<file path="src/hdl/lzss_pkg.sv">
`timescale 1ns / 1ps
// ----------------------------------------------------------------------------
// lzss_pkg
// Shared types and constants of the lzss stream decompressor.
// ----------------------------------------------------------------------------
package lzss_pkg;

    localparam int DEF_WINDOW_DEPTH = 2048;
    localparam int DEF_SIZE_BITS    = 24;
    localparam int CFG_W            = 24;
    localparam int CMD_FIFO_DEPTH   = 2;

    localparam int DIST_W    = 11;
    localparam int LEN_W     = 5;
    localparam int LEN_SHIFT = 12;
    localparam int LEN_BIAS  = 2;

    localparam logic KIND_DATA = 1'b0;
    localparam logic KIND_END  = 1'b1;

    localparam logic [2:0] ST_OK          = 3'd0;
    localparam logic [2:0] ST_LIT_INPUT   = 3'd1;
    localparam logic [2:0] ST_LIT_SIZE    = 3'd2;
    localparam logic [2:0] ST_TRUNC_MATCH = 3'd3;
    localparam logic [2:0] ST_BAD_DIST    = 3'd4;
    localparam logic [2:0] ST_MATCH_SIZE  = 3'd5;
    localparam logic [2:0] ST_SIZE_DIFF   = 3'd6;

    typedef enum logic [2:0] {
        PH_TOKEN   = 3'b001,
        PH_LITERAL = 3'b010,
        PH_MATCH   = 3'b100
    } t_phase;

    typedef enum logic [3:0] {
        BS_IDLE = 4'b0001,
        BS_READ = 4'b0010,
        BS_EMIT = 4'b0100,
        BS_END  = 4'b1000
    } t_bstate;

    typedef struct packed {
        logic              has_data;
        logic              is_match;
        logic [7:0]        data;
        logic [DIST_W-1:0] copy_dist;
        logic [LEN_W-1:0]  len;
        logic              has_end;
        logic [2:0]        status;
    } t_cmd;

endpackage

</file>
<file path="src/hdl/lzss_cmd_fifo.sv">
`timescale 1ns / 1ps
// ----------------------------------------------------------------------------
// lzss_cmd_fifo
// Short command queue between the token parser and the copy engine.
// ----------------------------------------------------------------------------
module lzss_cmd_fifo import lzss_pkg::*; #(
    parameter int DEPTH = CMD_FIFO_DEPTH
) (
    input  logic i_clk,
    input  logic i_rst_n,
    input  logic i_push,
    input  t_cmd i_cmd,
    output logic o_full,
    input  logic i_pop,
    output t_cmd o_cmd,
    output logic o_empty
);

    localparam int AW = (DEPTH > 1) ? $clog2(DEPTH) : 1;

    t_cmd          r_mem [DEPTH];
    logic [AW-1:0] r_wr, n_wr;
    logic [AW-1:0] r_rd, n_rd;
    logic [AW:0]   r_cnt, n_cnt;

    assign o_full  = (r_cnt == (AW + 1)'(DEPTH));
    assign o_empty = (r_cnt == '0);
    assign o_cmd   = r_mem[r_rd];

    always_comb begin
        n_wr  = r_wr;
        n_rd  = r_rd;
        n_cnt = r_cnt;
        if (i_push) begin
            n_wr = (r_wr == AW'(DEPTH - 1)) ? '0 : r_wr + AW'(1);
        end
        if (i_pop) begin
            n_rd = (r_rd == AW'(DEPTH - 1)) ? '0 : r_rd + AW'(1);
        end
        case ({i_push, i_pop})
            2'b10:   n_cnt = r_cnt + (AW + 1)'(1);
            2'b01:   n_cnt = r_cnt - (AW + 1)'(1);
            default: n_cnt = r_cnt;
        endcase
    end

    always_ff @(posedge i_clk) begin
        if (i_push) begin
            r_mem[r_wr] <= i_cmd;
        end
    end

    always_ff @(posedge i_clk) begin
        if (!i_rst_n) begin
            r_wr  <= '0;
            r_rd  <= '0;
            r_cnt <= '0;
        end else begin
            r_wr  <= n_wr;
            r_rd  <= n_rd;
            r_cnt <= n_cnt;
        end
    end

endmodule

</file>
<file path="config.mk">
export PLATFORM = sky130hd
export DESIGN_NAME = lzss_cmd_fifo
export DESIGN_NICKNAME = d
export VERILOG_FILES = /design/src/hdl/lzss_pkg.sv /design/src/hdl/lzss_cmd_fifo.sv
export SDC_FILE = /design/constraint.sdc
export NUM_CORES = 1
export LEC_CHECK = 0
export ABC_CLOCK_PERIOD_IN_PS = 3000
export BUFFER_PORTS_ARGS = -buffer_cell sky130_fd_sc_hd__buf_4
export CAP_MARGIN = 0
export CORE_MARGIN = 4
export CORE_UTILIZATION = 43
export CTS_BUF_LIST = sky130_fd_sc_hd__clkbuf_2
export DETAILED_ROUTE_END_ITERATION = 7
export GPL_TIMING_DRIVEN = 0
export MAX_ROUTING_LAYER = met4
export PLACE_DENSITY = 0.68
export SKIP_CTS_REPAIR_TIMING = 1
export SLEW_MARGIN = 30
export SYNTH_ARGS = -nofsm -noshare
export SYNTH_HDL_FRONTEND = slang
export SYNTH_SLANG_ARGS = --single-unit
</file>
<file path="constraint.sdc">
create_clock -name i_clk -period 3 [get_ports i_clk]
set_clock_uncertainty 0.15 [all_clocks]
set_input_delay 0 -clock i_clk [delete_from_list [all_inputs] [get_ports i_clk]]
set_output_delay 0 -clock i_clk [all_outputs]
set_load 0.03 [all_outputs]
</file>
==> run summary <==
Routability-driven placement finished with a final weighted congestion of 0.670. The kind of launch point of the worst setup path is a register. The cell family with the largest share of critical-path delay is buffers and inverters. In the final layout, the share of cells above drive strength 1 is 50.2%. The worst voltage drop across the vdd grid came out at 0.273 mV. The post-synthesis instance area came out at 2370 um2. The number of register bits inferred by synthesis is 65. The relative area change from synthesis to final layout is 43.4%. The row count is 26. The worst pin sits at a relative slew slack of 51.3%.

The HPWL reported at the end of detailed placement is 3.01 mm. The number of DRC markers after the initial detailed-route iteration is 68. For met2 alone, demand over resource in global routing was 22.8%. The endpoint identified for the worst register-to-register timing path is r_mem[1][19]. The die is 82.3 um wide. The antenna diode count came out at 0. For this design the static power due to leakage is 1.31 nW. The slew at the pin closest to its max-slew limit came out at 0.731 ns. Synthesis instantiated 16 different standard cells from the library.

The share of total power dissipated in sequential elements is 58.4%. Of all cell types, the one taking the most synthesized area is edfxtp_1. The number of failing setup endpoints in the final timing report is 0.

For flop-to-flop paths, the worst setup slack is 1.43 ns. The kind of end point of the critical path is an output pin. The remaining design rule violation count came out at 0. The critical path buffer and inverter count came out at 2. The count of input and output buffers is 65. The clock latency reported for the late side of the worst-skew pair came out at 0.42 ns. The sequential share of the synthesized area came out at 80.2%. The die covers 6770 um2. Setup repair after global routing left no endpoint under its margin.

The total power per unit cell area came out at 533 nW/um2. The source of the worst hold timing path is i_cmd[23]. The initial utilization of the core area, before any placement, comes to 45.3%. The post-synthesis net count came out at 150. In this run the critical register-to-register path is launched from r_wr. The maximum achievable frequency came out at 575 MHz. In the final layout, flip-flops and latches occupy 1900 um2.

The mean instance size in the synthesized netlist is 20.6 um2. The proportion of register bits with asynchronous set or reset after synthesis is 0%. For this run, the leading register cell type out of synthesis is edfxtp_1. Clock-pin slew was measured on the worst setup and hold paths at 0.17 ns. The met1 demand-to-capacity share in global routing is 15.1%. The worst slack at placement came out at 1.40 ns. Summed over all nets, the switching power comes to 0.470 mW. The gate count of the mapped netlist came out at 115. The aggregate global-route resource usage came out at 13.8%. The endpoint with the worst hold slack is r_mem[0][23]. After synthesis, the most frequently instantiated cells are edfxtp_1, mux2_2, dfxtp_1. The worst register-to-register path has a depth of 1. The count of antenna-violating nets left after detailed routing is 0. The H-tree was split into 3 levels. The delay of the slowest cell on the worst path is 0.38 ns. The number of top-level pins is 66. Of the total power, combinational logic draws 20.1%.

The CTS tree is built. By area the synthesized netlist is led by edfxtp_1, mux2_2, dfxtp_1. The hold path depth is 2. The global routing stage identified its most utilized layer as met2. The run finished with clean final reports.

The path class of the tightest hold or removal check is in -> reg. The worst-path cell with the longest stage delay is mux2_2. The number of optimization iterations in the first detailed-route pass is 4. The net switching fraction of the power is 25.9%.

The data required time of the worst path came out at 2.85 ns. Dividing the detail-routed via count by the number of cells gives 4.67. The internal portion of the total power is 1.34 mW. The worst setup path is of the reg -> out kind. The final critical-path setup slack came out at 1.26 ns. The overall power of the completed layout came out at 1.81 mW. The average detailed-routed wire length per instance came out at 15.1 um. The Yosys warning count came out at 0. The filler cells instantiated in the layout total 374. The number of slew-limit violations in the final report is 0. The total length of routed wires is 4.54 mm. The maximum buffer depth of the clock tree is 2. The critical path arrival came out at 1.59 ns. The chip height came out at 82.3 um. The number of antenna violations at the first check in global routing is 0. The most common cell in the synthesized netlist is edfxtp_1. The number of buffers created by CTS is 9.

Of all nets on the critical path, the largest fanout is 10. The final hold violation count is 0. The tree is rooted in a clkbuf_2. In the final timing run, aggregate negative setup slack is 0 ns. The met3 global-route usage is 3.04%.

The final worst-path cycle share came out at 57.9%. The max-capacitance violation count came out at 0. The remaining global-route overflow is 0. The synthesized design devotes to its leading area cell type 76.0% of total area. The total number of vias is 1,405.

The clock net sink count came out at 65. Traced cell by cell, the critical path runs through buf_2, mux2_2, buf_4. The clock network fraction of total power is 21.5%. The wire length of the first global-routing pass came out at 6.42 mm. The final critical-path required period is 1.74 ns. The placeable core region came out at 5240 um2. The pin count of the biggest net entering global routing is 31. The via count of the first global-routing pass is 1,398. In this run, synthesis inferred 60 flip-flops with an integrated enable. After the last flow step, the layout net total stands at 261. The multi-input logic area came out at 459 um2.
==> state kept, by name (all words and copies together) (netlist names), named ones only <==
register and cells:
r_cnt 2, r_mem 60, r_rd 1, r_wr 1
==> cells by family after synthesis <==
family                   share of synthesized area, %
AO/OA/AOI/OAI                                   0.844
XOR/XNOR                                         1.11
adder cells (fa/ha/maj)                         0.528
buffers and inverters                           0.791
flip-flops                                       80.2
multiplexers                                     14.2
AND/OR/NAND/NOR                                  2.27
==> power by group through the flow <==
stage / clock network, mW / registers (mW) / logic (mW)
after global placement: 0 / 1.08 / 0.315
after CTS: 0.408 / 1.06 / 0.332
final: 0.389 / 1.06 / 0.364
after detailed placement: 0 / 1.08 / 0.331
after global routing: 0.452 / 1.06 / 0.388
after floorplan: 0 / 1.08 / 0.196
==> layout make-up <==
class,count,area share (%)
Buffer,3,0.442
Clock buffer,14,2.06
Inverter,1,0.110
Clock inverter,2,0.221
Multi-Input combinational cell,46,13.5
Tap cell,70,2.58
Timing Repair Buffer,100,25.2
Sequential cell,65,55.9
==> layout by cell type, fill, tap and decap left out <==
cell type	n
and2_1	3
nor2_4	1
or3_1	1
inv_1	1
clkinv_1	2
nor2b_1	1
a21boi_1	1
xnor2_1	2
dlygate4sd3_1	34
buf_2	3
and2b_2	1
o21a_1	1
mux2_2	30
and2_2	1
o21ai_0	1
buf_16	1
nor2_1	1
edfxtp_1	60
ha_1	1
clkbuf_2	14
buf_4	65
dfxtp_1	5
xor2_1	1
==> stage by stage <==
stage | cell area [um2] | hold WS [ns] | utilization (%) | std cells
finish | 3400 | 0.119 | 64.9 | 301
global route | 3400 | 0.0738 | 64.9 | 301
CTS | 3060 | -0.467 | 58.4 | 267
detailed placement | 2980 | 0.0376 | 57.0 | 251
global placement | 2950 | 0.0351 | 56.3 | 250
floorplan | 2370 | -0.0511 | - | 115
==> worst max path at each step <==
| stage | slack [ns] | end | cells past startpoint |
|---|---|---|---|
| 6_report | 1.26 | o_cmd[18] | 3 |
| 5_1_grt | 1.15 | o_cmd[10] | 3 |
| 4_1_cts | 1.18 | o_cmd[7] | 3 |
| 3_5_place_dp | 1.40 | r_mem[1][17] | 1 |
| 3_3_place_gp | 0.20 | r_mem[0][12] | 1 |
| 2_1_floorplan | 0.82 | r_mem[0][0] | 1 |
==> metal layers <==
| layer | vias to the layer above | share of wire (%) | routed length, um |
|---|---|---|---|
| li1 | 669 | - | - |
| met1 | 692 | 40 | 1800 |
| met2 | 36 | 54 | 2440 |
| met3 | 8 | 4.7 | 211 |
| met4 | 0 | 1.9 | 85 |
| met5 | - | 0 | 0 |
No activity file was read; power rests on OpenSTA's default activity.
