$ cat src/hdl/lzss_pkg.sv
`timescale 1ns / 1ps
// ----------------------------------------------------------------------------
// lzss_pkg
// Shared types and constants of the lzss stream decompressor.
// ----------------------------------------------------------------------------
package lzss_pkg;

    localparam int DEF_WINDOW_DEPTH = 2048;
    localparam int DEF_SIZE_BITS    = 24;
    localparam int CFG_W            = 24;
    localparam int CMD_FIFO_DEPTH   = 2;

    localparam int DIST_W    = 11;
    localparam int LEN_W     = 5;
    localparam int LEN_SHIFT = 12;
    localparam int LEN_BIAS  = 2;

    localparam logic KIND_DATA = 1'b0;
    localparam logic KIND_END  = 1'b1;

    localparam logic [2:0] ST_OK          = 3'd0;
    localparam logic [2:0] ST_LIT_INPUT   = 3'd1;
    localparam logic [2:0] ST_LIT_SIZE    = 3'd2;
    localparam logic [2:0] ST_TRUNC_MATCH = 3'd3;
    localparam logic [2:0] ST_BAD_DIST    = 3'd4;
    localparam logic [2:0] ST_MATCH_SIZE  = 3'd5;
    localparam logic [2:0] ST_SIZE_DIFF   = 3'd6;

    typedef enum logic [2:0] {
        PH_TOKEN   = 3'b001,
        PH_LITERAL = 3'b010,
        PH_MATCH   = 3'b100
    } t_phase;

    typedef enum logic [3:0] {
        BS_IDLE = 4'b0001,
        BS_READ = 4'b0010,
        BS_EMIT = 4'b0100,
        BS_END  = 4'b1000
    } t_bstate;

    typedef struct packed {
        logic              has_data;
        logic              is_match;
        logic [7:0]        data;
        logic [DIST_W-1:0] copy_dist;
        logic [LEN_W-1:0]  len;
        logic              has_end;
        logic [2:0]        status;
    } t_cmd;

endpackage

$ cat src/hdl/lzss_if.sv
`timescale 1ns / 1ps
// ----------------------------------------------------------------------------
// lzss stream interfaces
// Valid/ready channels for compressed input and decompressed results.
// ----------------------------------------------------------------------------
interface lzss_in_if ();
    logic       valid;
    logic       ready;
    logic [7:0] in_byte;
    logic       in_last;

    modport source (output valid, output in_byte, output in_last, input ready);
    modport sink   (input valid, input in_byte, input in_last, output ready);
endinterface


$ cat src/hdl/lzss_front.sv
`timescale 1ns / 1ps
// ----------------------------------------------------------------------------
// lzss_front
// Token parser: tracks parse phase, size and errors, issues copy commands.
// ----------------------------------------------------------------------------
module lzss_front import lzss_pkg::*; #(
    parameter int SIZE_BITS = DEF_SIZE_BITS
) (
    input  logic             i_clk,
    input  logic             i_rst_n,
    lzss_in_if.sink          i_in,
    input  logic             i_cfg_we,
    input  logic [CFG_W-1:0] i_cfg_wdata,
    input  logic             i_q_full,
    output logic             o_push,
    output t_cmd             o_cmd
);

    localparam int CMP_W = ((SIZE_BITS > CFG_W) ? SIZE_BITS : CFG_W) + 1;

    t_phase                r_phase, n_phase;
    logic [6:0]            r_rem, n_rem;
    logic [7:0]            r_low, n_low;
    logic [SIZE_BITS-1:0]  r_prod, n_prod;
    logic [2:0]            r_err, n_err;
    logic [CFG_W-1:0]      r_exp;

    logic                  w_acc;
    logic [7:0]            w_b;
    logic                  w_last;
    logic [CMP_W-1:0]      w_prod, w_exp, w_room;
    logic [15:0]           w_word;
    logic [DIST_W-1:0]     w_dist;
    logic [LEN_W-1:0]      w_mlen;
    logic [6:0]            w_llen;
    t_cmd                  w_cmd;

    assign i_in.ready = !i_q_full;
    assign w_acc      = i_in.valid && !i_q_full;
    assign w_b        = i_in.in_byte;
    assign w_last     = i_in.in_last;

    assign w_prod = CMP_W'(r_prod);
    assign w_exp  = CMP_W'(r_exp);
    assign w_room = (w_prod >= w_exp) ? '0 : w_exp - w_prod;

    assign w_word = {w_b, r_low};
    assign w_dist = w_word[DIST_W:1];
    assign w_mlen = LEN_W'(w_word[15:LEN_SHIFT]) + LEN_W'(LEN_BIAS);
    assign w_llen = w_b[7:1];

    always_comb begin
        n_phase = r_phase;
        n_rem   = r_rem;
        n_low   = r_low;
        n_prod  = r_prod;
        n_err   = r_err;
        w_cmd   = '0;
        if (w_acc) begin
            if (r_err == ST_OK) begin
                case (r_phase)
                    PH_LITERAL: begin
                        w_cmd.has_data = 1'b1;
                        w_cmd.data     = w_b;
                        n_prod         = r_prod + SIZE_BITS'(1);
                        n_rem          = r_rem - 7'd1;
                        if (r_rem == 7'd1) begin
                            n_phase = PH_TOKEN;
                        end else if (w_last) begin
                            n_err = ST_LIT_INPUT;
                        end
                    end
                    PH_MATCH: begin
                        n_phase = PH_TOKEN;
                        if (w_dist == '0 || CMP_W'(w_dist) > w_prod) begin
                            n_err = ST_BAD_DIST;
                        end else if (CMP_W'(w_mlen) > w_room) begin
                            n_err = ST_MATCH_SIZE;
                        end else begin
                            w_cmd.has_data  = 1'b1;
                            w_cmd.is_match  = 1'b1;
                            w_cmd.copy_dist = w_dist;
                            w_cmd.len       = w_mlen;
                            n_prod          = r_prod + SIZE_BITS'(w_mlen);
                        end
                    end
                    default: begin
                        if (!w_b[0]) begin
                            if (CMP_W'(w_llen) > w_room) begin
                                n_err = ST_LIT_SIZE;
                            end else if (w_last && w_llen != '0) begin
                                n_err = ST_LIT_INPUT;
                            end else if (w_llen != '0) begin
                                n_rem   = w_llen;
                                n_phase = PH_LITERAL;
                            end else begin
                                n_phase = PH_TOKEN;
                            end
                        end else if (w_last) begin
                            n_err = ST_TRUNC_MATCH;
                        end else begin
                            n_low   = w_b;
                            n_phase = PH_MATCH;
                        end
                    end
                endcase
            end
            if (w_last) begin
                w_cmd.has_end = 1'b1;
                if (n_err != ST_OK) begin
                    w_cmd.status = n_err;
                end else if (n_phase == PH_LITERAL) begin
                    w_cmd.status = ST_LIT_INPUT;
                end else if (n_phase == PH_MATCH) begin
                    w_cmd.status = ST_TRUNC_MATCH;
                end else if (CMP_W'(n_prod) != w_exp) begin
                    w_cmd.status = ST_SIZE_DIFF;
                end else begin
                    w_cmd.status = ST_OK;
                end
                n_phase = PH_TOKEN;
                n_rem   = '0;
                n_low   = '0;
                n_prod  = '0;
                n_err   = ST_OK;
            end
        end
    end

    assign o_push = w_cmd.has_data || w_cmd.has_end;
    assign o_cmd  = w_cmd;

    always_ff @(posedge i_clk) begin
        if (!i_rst_n) begin
            r_phase <= PH_TOKEN;
            r_rem   <= '0;
            r_low   <= '0;
            r_prod  <= '0;
            r_err   <= ST_OK;
            r_exp   <= CFG_W'(1);
        end else begin
            r_phase <= n_phase;
            r_rem   <= n_rem;
            r_low   <= n_low;
            r_prod  <= n_prod;
            r_err   <= n_err;
            if (i_cfg_we) begin
                r_exp <= i_cfg_wdata;
            end
        end
    end

endmodule

$ cat src/flat_wrapper.sv
// flat-port wrapper written by rule: the top's interface ports become plain ports
module lzss_front_flat import lzss_pkg::*;
#(
    parameter int SIZE_BITS = DEF_SIZE_BITS
)
  (i_clk, i_rst_n, i_cfg_we, i_cfg_wdata, i_q_full, o_push, o_cmd, i_in_valid, i_in_in_byte, i_in_in_last, i_in_ready);
  lzss_in_if i_in_i ();
  input  logic i_clk;
  input  logic i_rst_n;
  input  logic i_cfg_we;
  input  logic [CFG_W-1:0] i_cfg_wdata;
  input  logic i_q_full;
  output logic o_push;
  output t_cmd o_cmd;
  input wire logic [$bits(i_in_i.valid)-1:0] i_in_valid;
  input wire logic [$bits(i_in_i.in_byte)-1:0] i_in_in_byte;
  input wire logic [$bits(i_in_i.in_last)-1:0] i_in_in_last;
  output wire logic [$bits(i_in_i.ready)-1:0] i_in_ready;
  assign i_in_i.valid = i_in_valid;
  assign i_in_i.in_byte = i_in_in_byte;
  assign i_in_i.in_last = i_in_in_last;
  assign i_in_ready = i_in_i.ready;
  lzss_front #(.SIZE_BITS(SIZE_BITS)) u_core (.i_clk(i_clk), .i_rst_n(i_rst_n), .i_in(i_in_i), .i_cfg_we(i_cfg_we), .i_cfg_wdata(i_cfg_wdata), .i_q_full(i_q_full), .o_push(o_push), .o_cmd(o_cmd));
endmodule
$ cat config.mk
export PLATFORM = sky130hd
export DESIGN_NAME = lzss_front_flat
export DESIGN_NICKNAME = d
export VERILOG_FILES = /design/src/hdl/lzss_pkg.sv /design/src/hdl/lzss_if.sv /design/src/hdl/lzss_front.sv /design/src/flat_wrapper.sv
export SDC_FILE = /design/constraint.sdc
export NUM_CORES = 1
export LEC_CHECK = 0
export BUFFER_PORTS_ARGS = -buffer_cell sky130_fd_sc_hd__clkbuf_2
export CELL_PAD_IN_SITES_DETAIL_PLACEMENT = 0
export CELL_PAD_IN_SITES_GLOBAL_PLACEMENT = 1
export CORE_ASPECT_RATIO = 0.8
export CORE_MARGIN = 3
export CORE_UTILIZATION = 41
export CTS_BUF_LIST = sky130_fd_sc_hd__clkbuf_8
export CTS_CLUSTER_DIAMETER = 200
export DETAILED_ROUTE_END_ITERATION = 10
export PLACE_DENSITY = 0.8
export REMOVE_ABC_BUFFERS = 1
export SYNTH_ARGS = -nofsm -noshare
export SYNTH_HDL_FRONTEND = slang
export SYNTH_SLANG_ARGS = --single-unit
$ cat constraint.sdc
create_clock -name i_clk -period 6.9 [get_ports i_clk]
set_input_delay 1.38 -clock i_clk [delete_from_list [all_inputs] [get_ports i_clk]]
set_output_delay 1.38 -clock i_clk [all_outputs]
set_load 0.01 [all_outputs]
==> out/metrics.cfg <==
[cts]
h-tree-depth=3
cts.sinks=68
path_clk_slew_ns=0.07
clk-insertion-delay-late_ns=0.38
cts_buffers=9
cts_tree=built
root_buffer=clkbuf_8
clock_path_buffers=2

[route]
ant_nets=0
drtPass1Iterations=6
viasPerCell=6.273
wl_per_cell_um=21.93
vias=9271
drt_iter0_drc=1077
routed_wl_um=32410
drc=0

[critical_path]
crit_family=compound AO/OA/AOI/OAI gates
arrival_ns=5.43
rrSetupSlack_ns=1.88
crit_fanout=3
crit_path_top_delay_cell=nor4_2
crit_path_end_kind=primary output
r2r_start=u_core.r_exp[0]
worstSetupStartpointType=input pin
crit_required_ns=5.52
crit_start=i_in_in_byte[2]
r2r_end=u_core.r_rem[0]
cp_cell_sequence=clkbuf_2 -> ha_1 -> a21o_1 -> a21oi_1 -> nor2_1 -> a211o_1 -> o221a_2 -> a31oi_1 -> buf_4 -> nand3_1 -> o22ai_1 -> mux2i_1 -> o221ai_1 -> xor2_1 -> nor4_2 -> nand4_1 -> o221ai_1 -> a21oi_1 -> buf_2
slowest_delay_ns=0.40
ff2ff_path_depth=20
worst-path-stages=19
worst-setup-path-type=input pin to primary output
cp_num_buf_inv=3
crit_end=o_cmd[2]

[layout]
syn2layout_area_growth_pct=29.43
design_area_um2=10020
instances_no_fill=1478
diodes=0
final_util_pct=54.68
fin_nets=1317
drive_gt1_share_pct=27.76

[sta]
final_hold_viol_count=0
period_share_pct=98.64
finalCriticalPeriod_ns=6.806
rsz0062_at_grt=yes
relSlewSlack_pct=27.80
holdWs_ns=0.4834
finalMaxSlewViolations=0
finalWorstSetupSlack_ns=0.09352
max_freq_mhz=146.9
setup_viol=0
skew_ns=0.01427
worstMarginPinSlew_ns=1.073

[yosys]
yosys.cell_types.count=83
synth_edf_count=0
ys_ff_latch=68
synth_top_area_share_pct=17.58
ys_seq_area_share_pct=17.58
async_flop_share_pct=0
yosysTopAreaCell=dfxtp_1
yosys_warnings=0
synth_cells=1074
postSynthAreaPerCell_um2=7.211
netlist_area_um2=7745
synth_area_leaders=dfxtp_1 (18%), ha_1 (9.2%), nand2_1 (5.0%)
ys.flop_type=dfxtp_1

[status]
status=completed

[placed_design]
dp_hpwl_um=23770
place_ws_ns=-0.08737
placedInstanceArea_um2=8881
gp_congestion=0.9836
io_buffers=69
post-place-cells=1431

[global_routing]
grt_pass1_vias=8448
grt_max_degree=67
antenna_found_initial=0
grt_pass1_wl_um=49040
grt-ovfl-total=0
track_usage_pct=30.05

[floorplan]
start_util_pct=42.25
core.rowCount=44
coreArea_um2=18330
die_w_um=159.7
io_pins=70
die_area_um2=20590
die_h_um=128.9

[job]
cap_viol_max_count=0

[hold_path]
min_delay_path_depth=2
min_path_type=flop to flop

[pwr]
power_leakage_nw=4.027
ir_worst_vdd_uv=105.2
p_per_area_nw_per_um2=143.6

[worst reg2reg max path, delay by kind of cell (launching register included)]
family                     cells  cell delay [ns]
DFF                            1             0.34
buffers and inverters          3             0.39
AOI/OAI and AO/OA             11             2.69
adders and majority gates      2             0.66
and+or+nand+nor                4             0.81
[metrics by stage]
step	TNS [ns]	power [W]
after floorplan	0	0.0007161
after global placement	0	0.0008875
after detailed placement	-0.1219	0.0008884
after CTS	0	0.001342
after global routing	-0.1450	0.001502
final	0	0.001440
[power breakdown]
part           total (W)  internal (W)  leakage (nW)  switching (W)
clock network   0.000424      0.000240         0.125       0.000185
registers       0.000421      0.000404         0.557      0.0000166
logic           0.000595      0.000264          3.34       0.000331
total            0.00144      0.000907          4.03       0.000532
[synth_stat cells (3+ instances only)]
| library cell | n |
|---|---|
| a21boi_0 | 13 |
| o21ai_2 | 3 |
| nor3b_1 | 3 |
| nand3_1 | 31 |
| ha_1 | 57 |
| or3_1 | 20 |
| xor2_1 | 15 |
| nor4_1 | 18 |
| o2111ai_1 | 4 |
| o31ai_1 | 12 |
| a211oi_1 | 10 |
| buf_1 | 3 |
| a32oi_1 | 4 |
| o21ai_1 | 6 |
| o21ai_0 | 71 |
| or4_2 | 3 |
| dfxtp_1 | 68 |
| clkbuf_1 | 48 |
| a31oi_1 | 13 |
| a311oi_1 | 3 |
| o221a_2 | 4 |
| o21a_1 | 7 |
| and3_1 | 18 |
| and4_1 | 5 |
| nor2_1 | 70 |
| nand2b_1 | 11 |
| o22ai_1 | 13 |
| nor2b_1 | 54 |
| a211o_1 | 4 |
| a21oi_1 | 76 |
| xnor2_1 | 23 |
| o211ai_1 | 13 |
| nor3_1 | 40 |
| a22oi_1 | 19 |
| a21oi_2 | 6 |
| a21boi_1 | 4 |
| nand4_1 | 20 |
| and2_1 | 23 |
| mux2i_1 | 33 |
| buf_2 | 10 |
| inv_1 | 45 |
| a21o_1 | 11 |
| nand2_1 | 103 |
[layout by cell type (no fill, tap or decap), types with 14 or more instances in the layout]
cell type,instances
mux2i_1,33
o21ai_0,66
and3_1,17
a22oi_1,19
ha_4,16
dfxtp_1,57
nand2_1,100
inv_1,40
nand3_1,30
xor2_1,14
ha_1,40
nor2_1,67
xnor2_1,20
nor2b_1,51
buf_4,120
a21oi_1,71
nor3_1,37
and2_1,23
nand4_1,20
clkbuf_2,68
or3_1,19
nor4_1,15
[how the worst min path moves through the flow]
stage / from / to
after global routing: u_core.r_rem[6] / u_core.r_rem[6]
final: u_core.r_rem[1] / u_core.r_rem[1]
after global placement: u_core.r_rem[6] / u_core.r_rem[6]
after CTS: u_core.r_rem[1] / u_core.r_rem[1]
after floorplan: u_core.r_rem[6] / u_core.r_rem[6]
after detailed placement: u_core.r_rem[1] / u_core.r_rem[1]
[flip-flops by register name, indices dropped and copies added (netlist names)]
register	count
u_core.r_rem	7
u_core.r_err	3
u_core.r_phase	3
u_core.r_exp	24
u_core.r_prod	24
u_core.r_low	7
[logic make-up (layout without fill, tap and decap cells)]
| family | Yosys count | in the layout | synth area share (%) |
|---|---|---|---|
| xor+xnor | 38 | 38 | 4.297 |
| fa+ha+maj | 59 | 59 | 9.725 |
| flops | 68 | 68 | 17.58 |
| buf+inv | 110 | 261 | 5.735 |
| compound gates | 333 | 333 | 29.21 |
| simple gates | 431 | 431 | 28.90 |
| mux | 35 | 35 | 4.556 |
[per-layer routing]
| layer | global-route usage [%] | wire length [um] | vias to the layer above |
|---|---|---|---|
| met5 | 0 | 0 | - |
| met4 | 9.007 | 888 | 0 |
| met3 | 6.180 | 3530 | 69 |
| met2 | 44.44 | 13540 | 595 |
| met1 | 43.87 | 14450 | 4336 |
| li1 | - | - | 4271 |
[area by class of cell]
class,count,area (um2)
Sequential cell,68,1375
Timing Repair Buffer,199,1403
Tap cell,253,316.6
Inverter,46,172.7
Clock buffer,9,123.9
Fill cell,1780,8308
Clock inverter,7,116.4
Multi-Input combinational cell,896,6518
[what timing repair did]
item	CTS	global route
cloned	0	2
hold buffers	0	0
buffers inserted	10	19
pin swaps	21	53
endpoints found under the setup margin	2	3
resized for setup	34	92
Note: power is estimated with default switching activity, not from simulation.
